**config.mk**
```make
export PLATFORM = sky130hd
export DESIGN_NAME = rllt_ram
export DESIGN_NICKNAME = d
export VERILOG_FILES = /design/src/hw/rtl/rllt_ram.sv
export SDC_FILE = /design/constraint.sdc
export NUM_CORES = 1
export LEC_CHECK = 0
export BUFFER_PORTS_ARGS = -buffer_cell sky130_fd_sc_hd__buf_2
export CAP_MARGIN = 20
export CORE_MARGIN = 10
export CORE_UTILIZATION = 30
export DETAILED_ROUTE_END_ITERATION = 10
export HOLD_SLACK_MARGIN = 0.05
export PLACE_DENSITY_LB_ADDON = 0.05
export SLEW_MARGIN = 10
export SYNTH_ARGS = -nofsm -noshare
export SYNTH_HDL_FRONTEND = slang
export SYNTH_SLANG_ARGS = --single-unit
```
**constraint.sdc**
```tcl
create_clock -name i_clk -period 5.3 [get_ports i_clk]
set_input_delay 1.06 -clock i_clk [delete_from_list [all_inputs] [get_ports i_clk]]
set_output_delay 1.06 -clock i_clk [all_outputs]
set_load 0.1 [all_outputs]
```
**src/hw/rtl/rllt_ram.sv**
```systemverilog
`default_nettype none

module rllt_ram #(
    parameter int WIDTH = 8,
    parameter int DEPTH = 16
) (
    input  wire logic                     i_clk,
    input  wire logic                     i_we,
    input  wire logic [$clog2(DEPTH)-1:0] i_addr,
    input  wire logic [WIDTH-1:0]         i_wr_data,
    output logic      [WIDTH-1:0]         o_rd_data
);

    logic [WIDTH-1:0] r_mem [DEPTH];
    logic [WIDTH-1:0] r_rd_data;

    always_ff @(posedge i_clk) begin
        if (i_we) begin
            r_mem[i_addr] <= i_wr_data;
        end
        r_rd_data <= r_mem[i_addr];
    end

    assign o_rd_data = r_rd_data;

endmodule

`default_nettype wire

```
==> flow_summary.yaml, run 1 <==
setup_path:
  cp.required_ns: 5.59
  crit_family: "buffers and inverters"
  cp-start-kind: "input pin"
  end_kind: "register"
  worstSetupPathType: "in -> reg"
  crit_arrival_ns: 2.94
  r2r_cells: 3
  cp_slowest_cell: "mux4_2"
  r2r-end: "o_rd_data[1]"
  r2r-start: "r_mem[7][1]"
  crit_path_max_incr_delay_ns: 0.56
  r2r_slack_ns: 3.84
  critPathMaxFanout: 21
  crit_chain: "buf_2 -> buf_4 -> mux4_2 -> a22oi_1 -> nand2_1"
  crit_buf_inv: 2
global_routing:
  grt_pass1_vias: 2568
  grt_start_max_net_pins: 32
  grt_overflow: 0
  antenna_found_initial: 0
  grt_usage: 0.115
  grt_pass1_wl_um: 17800
run:
  maxCapViolCount: 0
yosys:
  synthFlopType: "edfxtp_1"
  synth-edff-count: 128
  synth.avg_cell_area_um2: 22.0
  yosysUniqueCellTypes: 18
  yosysWarnings: 0
  synthesis.nets: 244
  synthCells: 230
  seq_area_frac_synth: 0.790
  netlist_area_um2: 5070
  async_reset_ff_frac: 0
  ys_ff_latch: 136
sta:
  relSlewSlack: 0.327
  max_freq_mhz: 377
  hold_viol: 0
  setup_violations: 0
  finalCritPeriodShare: 0.500
  setup_tns_ns: 0
  worst_slew_pin_slew_ns: 1.01
  rsz0062_at_grt: "no"
  slew_viol_final: 0
  post-route-min-period_ns: 2.65
  clock_skew_ns: 0.0138
  hold-worst-slack_ns: 0.674
floorplan:
  num_rows: 47
  die_h_um: 150
  fp.coreArea_um2: 16600
  die_w_um: 150
  die_area_um2: 22500
  io_pins: 22
  start_util: 0.306
placed_design:
  gp_congestion: 0.679
  dpl.hpwl_um: 7540
  dpl_cell_area_um2: 5430
  io_buffer_count: 21
pwr:
  power_density_nw_per_um2: 408
  p_leak_nw: 1.91
  peakVddDrop_uv: 204
clock_tree:
  cts_sinks: 136
  cts.htree.levels: 4
  post_cts_buffers: 0
  cts_hold_buf: 0
  clk_path_buf_depth: 2
  cts_resized: 0
  cts_buffers: 17
  path_clk_slew_ns: 0.06
  worstSkewPairLatency_ns: 0.41
  clockRootBuffer: "clkbuf_16"
  cts_tree: "built"
layout:
  mostFrequentLayoutCells: "edfxtp_1, mux4_2, buf_2"
  nets: 279
  mostFrequentLayoutCell: "edfxtp_1"
  drive_above_1_share: 0.313
  nFillCells: 1574
  diodes: 0
  syn2layout_area_growth_pct: 17.5
  finalInstanceArea_um2: 5950
route:
  via_per_inst: 4.64
  drt-total-wl_um: 12000
  vias: 2309
  drtAntennaViolNets: 0
  first_iter_violations: 164
  drtPass1Iterations: 4
  wl_per_cell_um: 24.1
  drcViolationCount: 0
run_status:
  status: "finished, final reports clean"
min_path:
  hold_path_end: "o_rd_data[4]"
  hold_path_class: "reg -> reg"
  hp-start: "r_mem[15][4]"
  holdPathStages: 3
==> logic make-up (layout without fill, tap and decap cells) <==
family                 Yosys count  count (layout)  share of synthesized area
and+or+nand+nor                 35              35                     0.0321
DFF                            136             136                      0.790
muxes                           32              32                      0.142
AOI/OAI and AO/OA               16              16                     0.0237
buffers and inverters           11              59                     0.0119
==> cells in the mapped netlist (4+ instances only) <==
| cell type | count | area share |
|---|---|---|
| mux4_2 | 32 | 0.14 |
| edfxtp_1 | 128 | 0.76 |
| dfxtp_1 | 8 | 0.032 |
| nor2_1 | 13 | 0.0096 |
| nand2_1 | 9 | 0.0067 |
| a22oi_1 | 16 | 0.024 |
| nor3_1 | 4 | 0.0040 |
| buf_1 | 4 | 0.0030 |
==> layer usage <==
layer / global-route usage / up-vias / part of all wire
met5: 0 / - / 0
met4: 0.0394 / 0 / 0.0085
met3: 0.0350 / 5 / 0.038
met2: 0.189 / 29 / 0.52
met1: 0.141 / 1246 / 0.44
li1: - / 1029 / -
==> where the power goes <==
part | internal [W] | switching [W]
Combinational | 0.0000440 | 0.000121
Clock | 0.000634 | 0.000421
Sequential | 0.00120 | 0.00000695
Total | 0.00188 | 0.000549
==> stage by stage <==
step / power (W) / instances / worst slack (ns) / util
global placement: 0.00141 / 466 / 2.09 / 0.328
finish: 0.00243 / 498 / 2.65 / 0.359
floorplan: 0.00134 / 230 / 2.75 / -
CTS: 0.00246 / 498 / 2.56 / 0.359
global route: 0.00252 / 498 / 2.42 / 0.359
detailed placement: 0.00140 / 466 / 2.11 / 0.328
==> worst reg2reg max path: cells and delay by family (launching register included) <==
family / cells / cell delay, ns
AO/OA/AOI/OAI: 1 / 0.38
AND/OR/NAND/NOR: 1 / 0.09
flip-flops: 1 / 0.35
multiplexers: 1 / 0.52
==> area by class of cell <==
type	count	area, um2	share of cell area
clock buffer	20	437	0.0733
clock inverter	12	85.1	0.0143
multi-input combinational	83	1000	0.169
sequential	136	4000	0.672
tap	220	275	0.0462
timing repair buffer	27	150	0.0252
==> state kept, by name (all words and copies together), names as in the netlist <==
register,count
o_rd_data,8
r_mem,128
==> how the worst max path moves through the flow <==
stage	from	cells after the start	slack, ns	end
2_1_floorplan	i_addr[2]	2	2.75	r_mem[0][0]
3_3_place_gp	i_addr[0]	5	2.09	o_rd_data[4]
3_5_place_dp	i_addr[0]	5	2.11	o_rd_data[4]
4_1_cts	i_addr[0]	5	2.56	o_rd_data[4]
5_1_grt	i_addr[0]	5	2.42	o_rd_data[4]
6_report	i_addr[0]	5	2.65	o_rd_data[4]
No activity file was read; power rests on OpenSTA's default activity.
==> inputs of run 2 (changes only) <==
Clock period 5.3 ns to 2.44 ns, I/O delays scaled along.
==> flow_summary.yaml, run 2 (synthesized netlist as in run 1, its figures left out) <==
sta:
  setup_violations: 0
  worst_slew_pin_slew_ns: 0.742
  post-route-min-period_ns: 1.74
  rsz0062_at_grt: "no"
  clock_skew_ns: 0.00498
  finalCritPeriodShare: 0.712
  slew_viol_final: 0
  max_freq_mhz: 575
  finalWorstSetupSlack_ns: 0.702
  relSlewSlack: 0.505
  hold_viol: 0
  setup_tns_ns: 0
setup_path:
  r2r-end: "o_rd_data[6]"
  r2r_slack_ns: 1.02
  crit_start: "o_rd_data[7]"
  worstSetupPathType: "reg -> out"
  r2r-start: "r_mem[3][6]"
  crit_path_max_incr_delay_ns: 0.45
  critPathMaxFanout: 1
  end_kind: "primary output"
  cp_slowest_cell: "buf_2"
  crit_family: "buffers and inverters"
  cp.required_ns: 1.95
  critPathCapture: "o_rd_data[7]"
  crit_chain: "buf_2"
  crit_arrival_ns: 1.25
  cp-start-kind: "register"
  crit_cells: 1
  r2r_cells: 3
  crit_buf_inv: 1
global_routing:
  grt_overflow: 0
  grt_start_max_net_pins: 40
  grt_pass1_wl_um: 17500
  antenna_found_initial: 0
  grt_pass1_vias: 2620
  grt_usage: 0.112
route:
  vias: 2371
  drcViolationCount: 0
  first_iter_violations: 147
  via_per_inst: 4.61
  drtAntennaViolNets: 0
  wl_per_cell_um: 22.2
  drtPass1Iterations: 4
  drt-total-wl_um: 11400
floorplan:
  die_w_um: 150
  start_util: 0.306
  num_rows: 47
  io_pins: 22
  die_area_um2: 22500
  fp.coreArea_um2: 16600
  die_h_um: 150
pwr:
  power_density_nw_per_um2: 882
  p_leak_nw: 2.02
  peakVddDrop_uv: 525
layout:
  finalInstanceArea_um2: 6160
  mostFrequentLayoutCells: "edfxtp_1, mux4_2, buf_2"
  nets: 295
  diodes: 0
  syn2layout_area_growth_pct: 21.5
  drive_above_1_share: 0.347
  largest_reg_flops: 128
  mostFrequentLayoutCell: "edfxtp_1"
  largest-register: "r_mem"
  final_util: 0.371
  nFillCells: 1559
clock_tree:
  cts_buffers: 17
  clockRootBuffer: "clkbuf_16"
  clk_path_buf_depth: 2
  cts_hold_buf: 0
  cts_tree: "built"
  cts_sinks: 136
  post_cts_buffers: 0
  cts_resized: 0
  worstSkewPairLatency_ns: 0.42
  path_clk_slew_ns: 0.05
  cts.htree.levels: 4
min_path:
  holdPathStages: 1
  hold_path_class: "in -> reg"
placed_design:
  dp_slack_ns: 0.460
  gp_congestion: 0.676
  dpl_cell_area_um2: 5590
  io_buffer_count: 21
  dpl.hpwl_um: 6990
run:
  maxCapViolCount: 0
run_status:
  status: "finished, final reports clean"
## run 2: cell count changes in the layout (fill, tap and decap cells not counted), sizes merged
cell / previous run / this run
bufinv: 1 / 2
clkinvlp: 1 / 2
buf: 27 / 43
clkbuf: 20 / 22
clkinv: 10 / 6
## run 2: cell type report
class / count / area (um2) / share of cell area
Clock buffer: 22 / 464 / 0.0754
Clock inverter: 10 / 101 / 0.0165
Multi-Input combinational cell: 83 / 1000 / 0.163
Sequential cell: 136 / 4000 / 0.650
Tap cell: 220 / 275 / 0.0447
Timing Repair Buffer: 43 / 308 / 0.0500
## run 2: worst min path at each step
stage | startpoint | end | slack, ns
4_1_cts | i_wr_data[5] | r_mem[2][5] | 0.45
2_1_floorplan | i_wr_data[0] | r_mem[0][0] | 0.59
3_3_place_gp | r_mem[14][6] | o_rd_data[6] | 0.66
3_5_place_dp | r_mem[6][1] | o_rd_data[1] | 0.66
5_1_grt | i_wr_data[0] | r_mem[6][0] | 0.47
6_report | i_wr_data[5] | r_mem[4][5] | 0.46
## run 2: layer usage
metal | vias up | global-route usage | part of all wire
li1 | 1063 | - | -
met1 | 1262 | 0.146 | 0.47
met2 | 33 | 0.169 | 0.48
met3 | 13 | 0.0341 | 0.032
met4 | 0 | 0.0466 | 0.015
met5 | - | 0 | 0
## run 2: power by group
group,leakage [nW],internal [W],switching (W),total [W]
Combinational,0.524,0.000109,0.000259,0.000368
Sequential,1.22,0.00261,0.0000159,0.00263
Clock,0.272,0.00154,0.000893,0.00243
## run 2: through the flow
| step | std cells | hold slack (ns) | total power, W |
|---|---|---|---|
| after global routing | 514 | 0.465 | 0.00564 |
| after floorplan | 230 | 0.587 | 0.00292 |
| final | 514 | 0.463 | 0.00543 |
| after detailed placement | 482 | 0.664 | 0.00305 |
| after CTS | 514 | 0.448 | 0.00550 |
| after global placement | 482 | 0.659 | 0.00306 |
