<file path="src/hw/rtl/rllt_pkg.sv">
`default_nettype none

package rllt_pkg;

    localparam int LINE_W  = 16;
    localparam int COUNT_W = 16;
    localparam int BYTE_W  = 8;
    localparam int OFF_W   = 12;
    localparam int STAT_W  = 2;
    localparam int BCNT_W  = 13;
    localparam int RUN_W   = LINE_W + COUNT_W;

    localparam logic OP_APPEND = 1'b0;
    localparam logic OP_LOOKUP = 1'b1;

    localparam logic REG_LINE_INFO = 1'b0;

    typedef enum logic [STAT_W-1:0] {
        ST_OK    = 2'd0,
        ST_FULL  = 2'd1,
        ST_RANGE = 2'd2
    } t_status;

    typedef enum logic [1:0] {
        S_IDLE,
        S_EXEC,
        S_READ,
        S_CMP
    } t_state;

    typedef struct packed {
        logic [LINE_W-1:0] line_result;
        t_status           status;
        logic [BCNT_W-1:0] bytes_stored;
    } t_result;

endpackage

`default_nettype wire

</file>
<file path="src/hw/rtl/rllt_engine.sv">
`default_nettype none

module rllt_engine #(
    parameter int CODE_DEPTH = 4096,
    parameter int RUN_DEPTH  = 1024
) (
    input  wire logic                          i_clk,
    input  wire logic                          i_rst_n,
    input  wire logic                          i_line_info_enable,
    input  wire logic                          i_start,
    input  wire logic                          i_operation,
    input  wire logic [rllt_pkg::BYTE_W-1:0]   i_code_byte,
    input  wire logic [rllt_pkg::LINE_W-1:0]   i_source_line,
    input  wire logic [rllt_pkg::OFF_W-1:0]    i_byte_offset,
    output logic                               o_busy,
    output logic                               o_done,
    output rllt_pkg::t_result                  o_res,
    output logic                               o_code_we,
    output logic [$clog2(CODE_DEPTH)-1:0]      o_code_addr,
    output logic [rllt_pkg::BYTE_W-1:0]        o_code_data,
    output logic                               o_run_we,
    output logic [$clog2(RUN_DEPTH)-1:0]       o_run_addr,
    output logic [rllt_pkg::RUN_W-1:0]         o_run_wr_data,
    input  wire logic [rllt_pkg::RUN_W-1:0]    i_run_rd_data
);

    import rllt_pkg::*;

    localparam int CAW = $clog2(CODE_DEPTH);
    localparam int CW  = $clog2(CODE_DEPTH + 1);
    localparam int RW  = $clog2(RUN_DEPTH);
    localparam int WW  = (CW + 1 > 17) ? CW + 1 : 17;

    t_state r_state, n_state;

    logic               r_op;
    logic [BYTE_W-1:0]  r_byte;
    logic [LINE_W-1:0]  r_line;
    logic [OFF_W-1:0]   r_off;

    logic [CW-1:0]      r_byte_count, n_byte_count;
    logic [RW-1:0]      r_cur_run, n_cur_run;
    logic [LINE_W-1:0]  r_cur_line, n_cur_line;
    logic [COUNT_W-1:0] r_cur_count, n_cur_count;
    logic [RW-1:0]      r_idx, n_idx;
    logic [WW-1:0]      r_acc, n_acc;
    t_result            r_res, n_res;
    logic               r_done, n_done;

    logic               code_full;
    logic               open_new;
    logic               run_full;
    logic [RW-1:0]      app_run;
    logic [COUNT_W-1:0] app_count;
    logic [LINE_W-1:0]  sel_line;
    logic [COUNT_W-1:0] sel_count;
    logic [WW-1:0]      span_end;
    logic [WW-1:0]      off_w;

    assign off_w     = WW'(r_off);
    assign code_full = (r_byte_count >= CW'(CODE_DEPTH));
    assign open_new  = i_line_info_enable && (r_cur_line != '0) && (r_cur_line != r_line);
    assign run_full  = open_new && (r_cur_run == RW'(RUN_DEPTH - 1));
    assign app_run   = open_new ? r_cur_run + RW'(1) : r_cur_run;
    assign app_count = open_new ? COUNT_W'(1) : r_cur_count + COUNT_W'(1);

    // the current run lives in the cache; the memory copy may still be unwritten
    assign sel_line  = (r_idx == r_cur_run) ? r_cur_line  : i_run_rd_data[RUN_W-1:COUNT_W];
    assign sel_count = (r_idx == r_cur_run) ? r_cur_count : i_run_rd_data[COUNT_W-1:0];
    // a run covers at least one offset, even when its count wrapped to zero
    assign span_end  = r_acc + ((sel_count == '0) ? WW'(1) : WW'(sel_count));

    always_ff @(posedge i_clk) begin
        if (!i_rst_n) begin
            r_state      <= S_IDLE;
            r_byte_count <= '0;
            r_cur_run    <= '0;
            r_cur_line   <= '0;
            r_cur_count  <= '0;
            r_done       <= 1'b0;
        end else begin
            r_state      <= n_state;
            r_byte_count <= n_byte_count;
            r_cur_run    <= n_cur_run;
            r_cur_line   <= n_cur_line;
            r_cur_count  <= n_cur_count;
            r_done       <= n_done;
        end
    end

    always_ff @(posedge i_clk) begin
        if (i_start && r_state == S_IDLE) begin
            r_op   <= i_operation;
            r_byte <= i_code_byte;
            r_line <= i_source_line;
            r_off  <= i_byte_offset;
        end
        r_idx <= n_idx;
        r_acc <= n_acc;
        r_res <= n_res;
    end

    always_comb begin
        n_state      = r_state;
        n_byte_count = r_byte_count;
        n_cur_run    = r_cur_run;
        n_cur_line   = r_cur_line;
        n_cur_count  = r_cur_count;
        n_idx        = r_idx;
        n_acc        = r_acc;
        n_res        = r_res;
        n_done       = 1'b0;
        o_code_we    = 1'b0;
        o_run_we     = 1'b0;
        o_run_addr   = r_idx;

        unique case (r_state)
            S_IDLE: begin
                if (i_start) begin
                    n_state = S_EXEC;
                end
            end
            S_EXEC: begin
                n_state            = S_IDLE;
                n_done             = 1'b1;
                n_res.line_result  = '0;
                n_res.status       = ST_OK;
                if (r_op == OP_APPEND) begin
                    if (code_full || run_full) begin
                        n_res.status = ST_FULL;
                    end else begin
                        o_code_we    = 1'b1;
                        n_byte_count = r_byte_count + CW'(1);
                        if (i_line_info_enable) begin
                            o_run_we    = 1'b1;
                            o_run_addr  = app_run;
                            n_cur_run   = app_run;
                            n_cur_line  = r_line;
                            n_cur_count = app_count;
                        end
                    end
                    n_res.bytes_stored = BCNT_W'(n_byte_count);
                end else begin
                    n_res.bytes_stored = BCNT_W'(r_byte_count);
                    if (off_w >= WW'(r_byte_count)) begin
                        n_res.status = ST_RANGE;
                    end else if (i_line_info_enable) begin
                        // walk the runs from the first
                        n_state = S_READ;
                        n_done  = 1'b0;
                        n_idx   = '0;
                        n_acc   = '0;
                    end
                end
            end
            S_READ: begin
                n_state = S_CMP;
            end
            S_CMP: begin
                if (off_w < span_end) begin
                    n_state           = S_IDLE;
                    n_done            = 1'b1;
                    n_res.line_result = sel_line;
                end else if (r_idx == r_cur_run) begin
                    n_state           = S_IDLE;
                    n_done            = 1'b1;
                    n_res.line_result = '0;
                end else begin
                    n_state = S_READ;
                    n_idx   = r_idx + RW'(1);
                    n_acc   = span_end;
                end
            end
            default: begin
                n_state = S_IDLE;
            end
        endcase
    end

    assign o_code_addr   = r_byte_count[CAW-1:0];
    assign o_code_data   = r_byte;
    assign o_run_wr_data = {r_line, app_count};
    assign o_busy        = (r_state != S_IDLE);
    assign o_done        = r_done;
    assign o_res         = r_res;

endmodule

`default_nettype wire

</file>
<file path="config.mk">
export PLATFORM = sky130hd
export DESIGN_NAME = rllt_engine
export DESIGN_NICKNAME = d
export VERILOG_FILES = /design/src/hw/rtl/rllt_pkg.sv /design/src/hw/rtl/rllt_engine.sv
export SDC_FILE = /design/constraint.sdc
export NUM_CORES = 1
export LEC_CHECK = 0
export BUFFER_PORTS_ARGS = -buffer_cell sky130_fd_sc_hd__buf_4
export CAP_MARGIN = 20
export CORE_UTILIZATION = 45
export CTS_CLUSTER_SIZE = 24
export DETAILED_ROUTE_END_ITERATION = 6
export GPL_ROUTABILITY_DRIVEN = 0
export GPL_TIMING_DRIVEN = 0
export PLACE_DENSITY = 0.67
export SYNTH_ARGS = -nofsm -noshare
export SYNTH_HDL_FRONTEND = slang
export SYNTH_SLANG_ARGS = --single-unit
</file>
<file path="constraint.sdc">
create_clock -name i_clk -period 8.53 [get_ports i_clk]
set_clock_uncertainty 0.15 [all_clocks]
set_input_delay 0 -clock i_clk [delete_from_list [all_inputs] [get_ports i_clk]]
set_output_delay 0 -clock i_clk [all_outputs]
set_load 0.005 [all_outputs]
</file>
==> reports/results.ini <==
[run_status]
status = completed

[power]
power_frac_seq = 0.451
p_leak_nw = 4.72
p_int_mw = 1.38
p_sw_mw = 0.438
finalPower_mw = 1.82
powerDensity_mw_per_mm2 = 161
p_clk_frac = 0.432
comb_power_share = 0.117
ir_worst_vdd_uv = 148
switching_share = 0.241

[clock_tree]
htreeDepth = 4
clk_path_buf_depth = 2
cts_root_buffer = clkbuf_16
cts_buffers = 17
clock_latency_ns = 0.43
tritoncts = done
clk_pin_slew_ns = 0.07
cts_num_sinks = 153

[synthesis]
synth_compound_area_frac = 0.110
synth-async-reset-ratio = 0
synth_top_area_share = 0.333
synth_warnings = 0
ys_top_cells_by_count = nand2_1 (99), edfxtp_1 (95), nor2_1 (78), dfxtp_1 (58), xor2_1 (54)
ys_types = 56
synth_cells = 858
muxShareOfSynthArea = 0.0420
yosys_most_used_dff = edfxtp_1
avgSynthCellArea_um2 = 9.97
synth.cell_area_mm2 = 0.00856
synth-edff-count = 95
synth-xor-area-share = 0.0972
synth_seq_cells = 153
yosysSeqAreaShare = 0.469
synth_largest_area_cell = edfxtp_1
synthesis.nets = 976
yosys.area_share.simple = 0.173
yosysMostFrequentCell = nand2_1
synth_top_family_by_area = simple AND/OR/NAND/NOR gates
synth_area_leaders = edfxtp_1 (33%), dfxtp_1 (14%), ha_1 (6.4%)
synthAdderAreaFrac = 0.0667

[placed_design]
dpl.hpwl_um = 16600
dp_worst_setup_slack_ns = 1.80
io_buffers = 168

[critical_path]
cp-start-kind = register
worst_ep_arrival_time_ns = 6.74
critPathCaptureType = register
critPathMaxFanout = 27
crit_type = reg2reg
r2r-start = r_idx[6]$_SDFFCE_PP0P_
cp-startpoint = r_idx[6]$_SDFFCE_PP0P_
required_ns = 8.43

[worst_hold_path]
min_from = i_code_byte[4]
hold_path.class = in2reg

[run]
maxCapViolCount = 0

[route]
routedWlPerCell_um = 16.9
ant_nets = 0
firstDrtPassIters = 6
via_per_inst = 5.33
routed-via-count = 7200
wl_um = 22800
drtIter0Drc = 473
drcViolationCount = 0

[cells_and_area]
drive_gt1_frac = 0.216
syn_to_final_growth_pct = 32.6
final_nets = 1221
final_util = 0.609
diodes = 0
n_fill_cell = 1570

[floorplan]
die_w_um = 140
initial_core_util = 0.459
die_area_mm2 = 0.0196
fp.dieH_um = 140
rows = 50
core-area_mm2 = 0.0186
ios = 170

[global_route]
antenna_found_initial = 0
grt_pass1_vias = 6783
grt_usage = 0.234
grt_max_degree = 28
grt_pass1_wl_um = 35600
grt.overflow.total = 0

[timing]
drv_slew = 0
timing.fmax_mhz = 146
rsz0062_at_grt = false
setup_violations = 0
min_period_ns = 6.84
fin_crit_sh = 0.802
final.setup.worst_slack_ns = 1.69
tightest_slew_ns = 0.859
tns_ns = 0
final_hold_viol_count = 0
slew_headroom = 0.426

## final timing paths
kind,end,slack (ns),depth (start not counted)
max,r_idx[7]$_SDFFCE_PP0P_,1.69,23
min,o_code_data[4]$_DFFE_PP_,0.14,2
max reg2reg,r_idx[7]$_SDFFCE_PP0P_,1.69,23
min reg2reg,r_cur_line[2]$_SDFFE_PN0P_,0.35,2
## flip-flops by register name (all words and copies together) (netlist names), 12 cells and up
name,flops
o_res,31
r_acc,17
r_cur_count,16
r_cur_line,16
r_line,16
r_byte_count,13
r_off,12
## power groups by stage
stage / clock [mW] / combinational, mW / sequential (mW)
after floorplan: 0 / 0.104 / 0.835
after global placement: 0 / 0.183 / 0.838
after detailed placement: 0 / 0.189 / 0.837
after CTS: 0.798 / 0.212 / 0.821
after global routing: 0.825 / 0.234 / 0.823
final: 0.787 / 0.213 / 0.821
## repair_timing
| action | 4_1_cts | 5_1_grt |
|---|---|---|
| buffers inserted | 0 | 0 |
| hold buffers | 56 | 0 |
| endpoints found under the hold margin | 114 | 0 |
| endpoints found under the setup margin | 0 | 0 |
| resized for setup | 0 | 0 |
## routing by layer
| layer | GRT usage | routed length, um |
|---|---|---|
| met3 | 0.0397 | 1210 |
| met1 | 0.319 | 10500 |
| met5 | 0.0175 | 45 |
| met4 | 0.0792 | 425 |
| met2 | 0.377 | 10700 |
## worst max-delay path, stage by stage (launching register included)
cell and delay [ns]:
edfxtp_1 0.51, xor2_1 0.20, nor4_1 0.31, nand4_2 0.35, buf_2 0.32, buf_2 0.27, mux2i_1 0.18, o21ai_1 0.14
ha_1 0.26, fa_1 0.41, a21oi_1 0.22, nor2_1 0.10, or2_1 0.24, a31oi_1 0.27, o21bai_1 0.09, a21oi_1 0.19
xor2_1 0.26, ha_1 0.19, o21a_1 0.12, o21a_1 0.11, o22ai_1 0.13, nor4_1 0.53, nand2_1 0.20, o21bai_4 0.71
## cells by family (layout without fill, tap and decap cells)
kind of cell / count (synthesis) / count (layout)
mux: 34 / 34
compound gates: 144 / 144
simple gates: 310 / 310
buf+inv: 77 / 335
flops: 153 / 153
fa+ha+maj: 45 / 45
xor+xnor: 95 / 95
## layout by cell type (no fill, tap or decap), types with 5 or more instances in the layout
cell	n
mux2_1	11
o21ai_1	28
dlygate4sd3_1	56
buf_4	181
a21o_1	10
nand2b_1	5
xnor2_1	41
o21ai_0	8
inv_1	27
nor2_1	77
nand4_1	12
clkbuf_1	21
nor2b_1	9
and2_1	17
a21oi_1	28
nor4_1	18
nand3_1	31
edfxtp_1	95
mux2i_1	19
buf_2	12
ha_1	44
xor2_1	54
dfxtp_1	58
and3_1	12
a21boi_1	39
or3_1	7
nand2_1	99
clkbuf_16	18
nor3_1	9
## cell type report
cell class,count,area (um2),share of cell area
buffer,47,248,0.0218
clock buffer,21,482,0.0425
clock inverter,11,134,0.0118
inverter,30,113,0.00993
multi-input combinational,628,4210,0.371
sequential,153,4010,0.354
tap,234,293,0.0258
timing repair buffer,226,1850,0.163
## through the flow
step                instances  instance area (um2)  hold WS (ns)
detailed placement       1262                10200        0.0295
global route             1350                11300         0.136
finish                   1350                11300         0.137
CTS                      1350                11300         0.122
global placement         1260                10100        0.0280
floorplan                 858                 8560       -0.0511
Power figures use the tool's default switching activity.
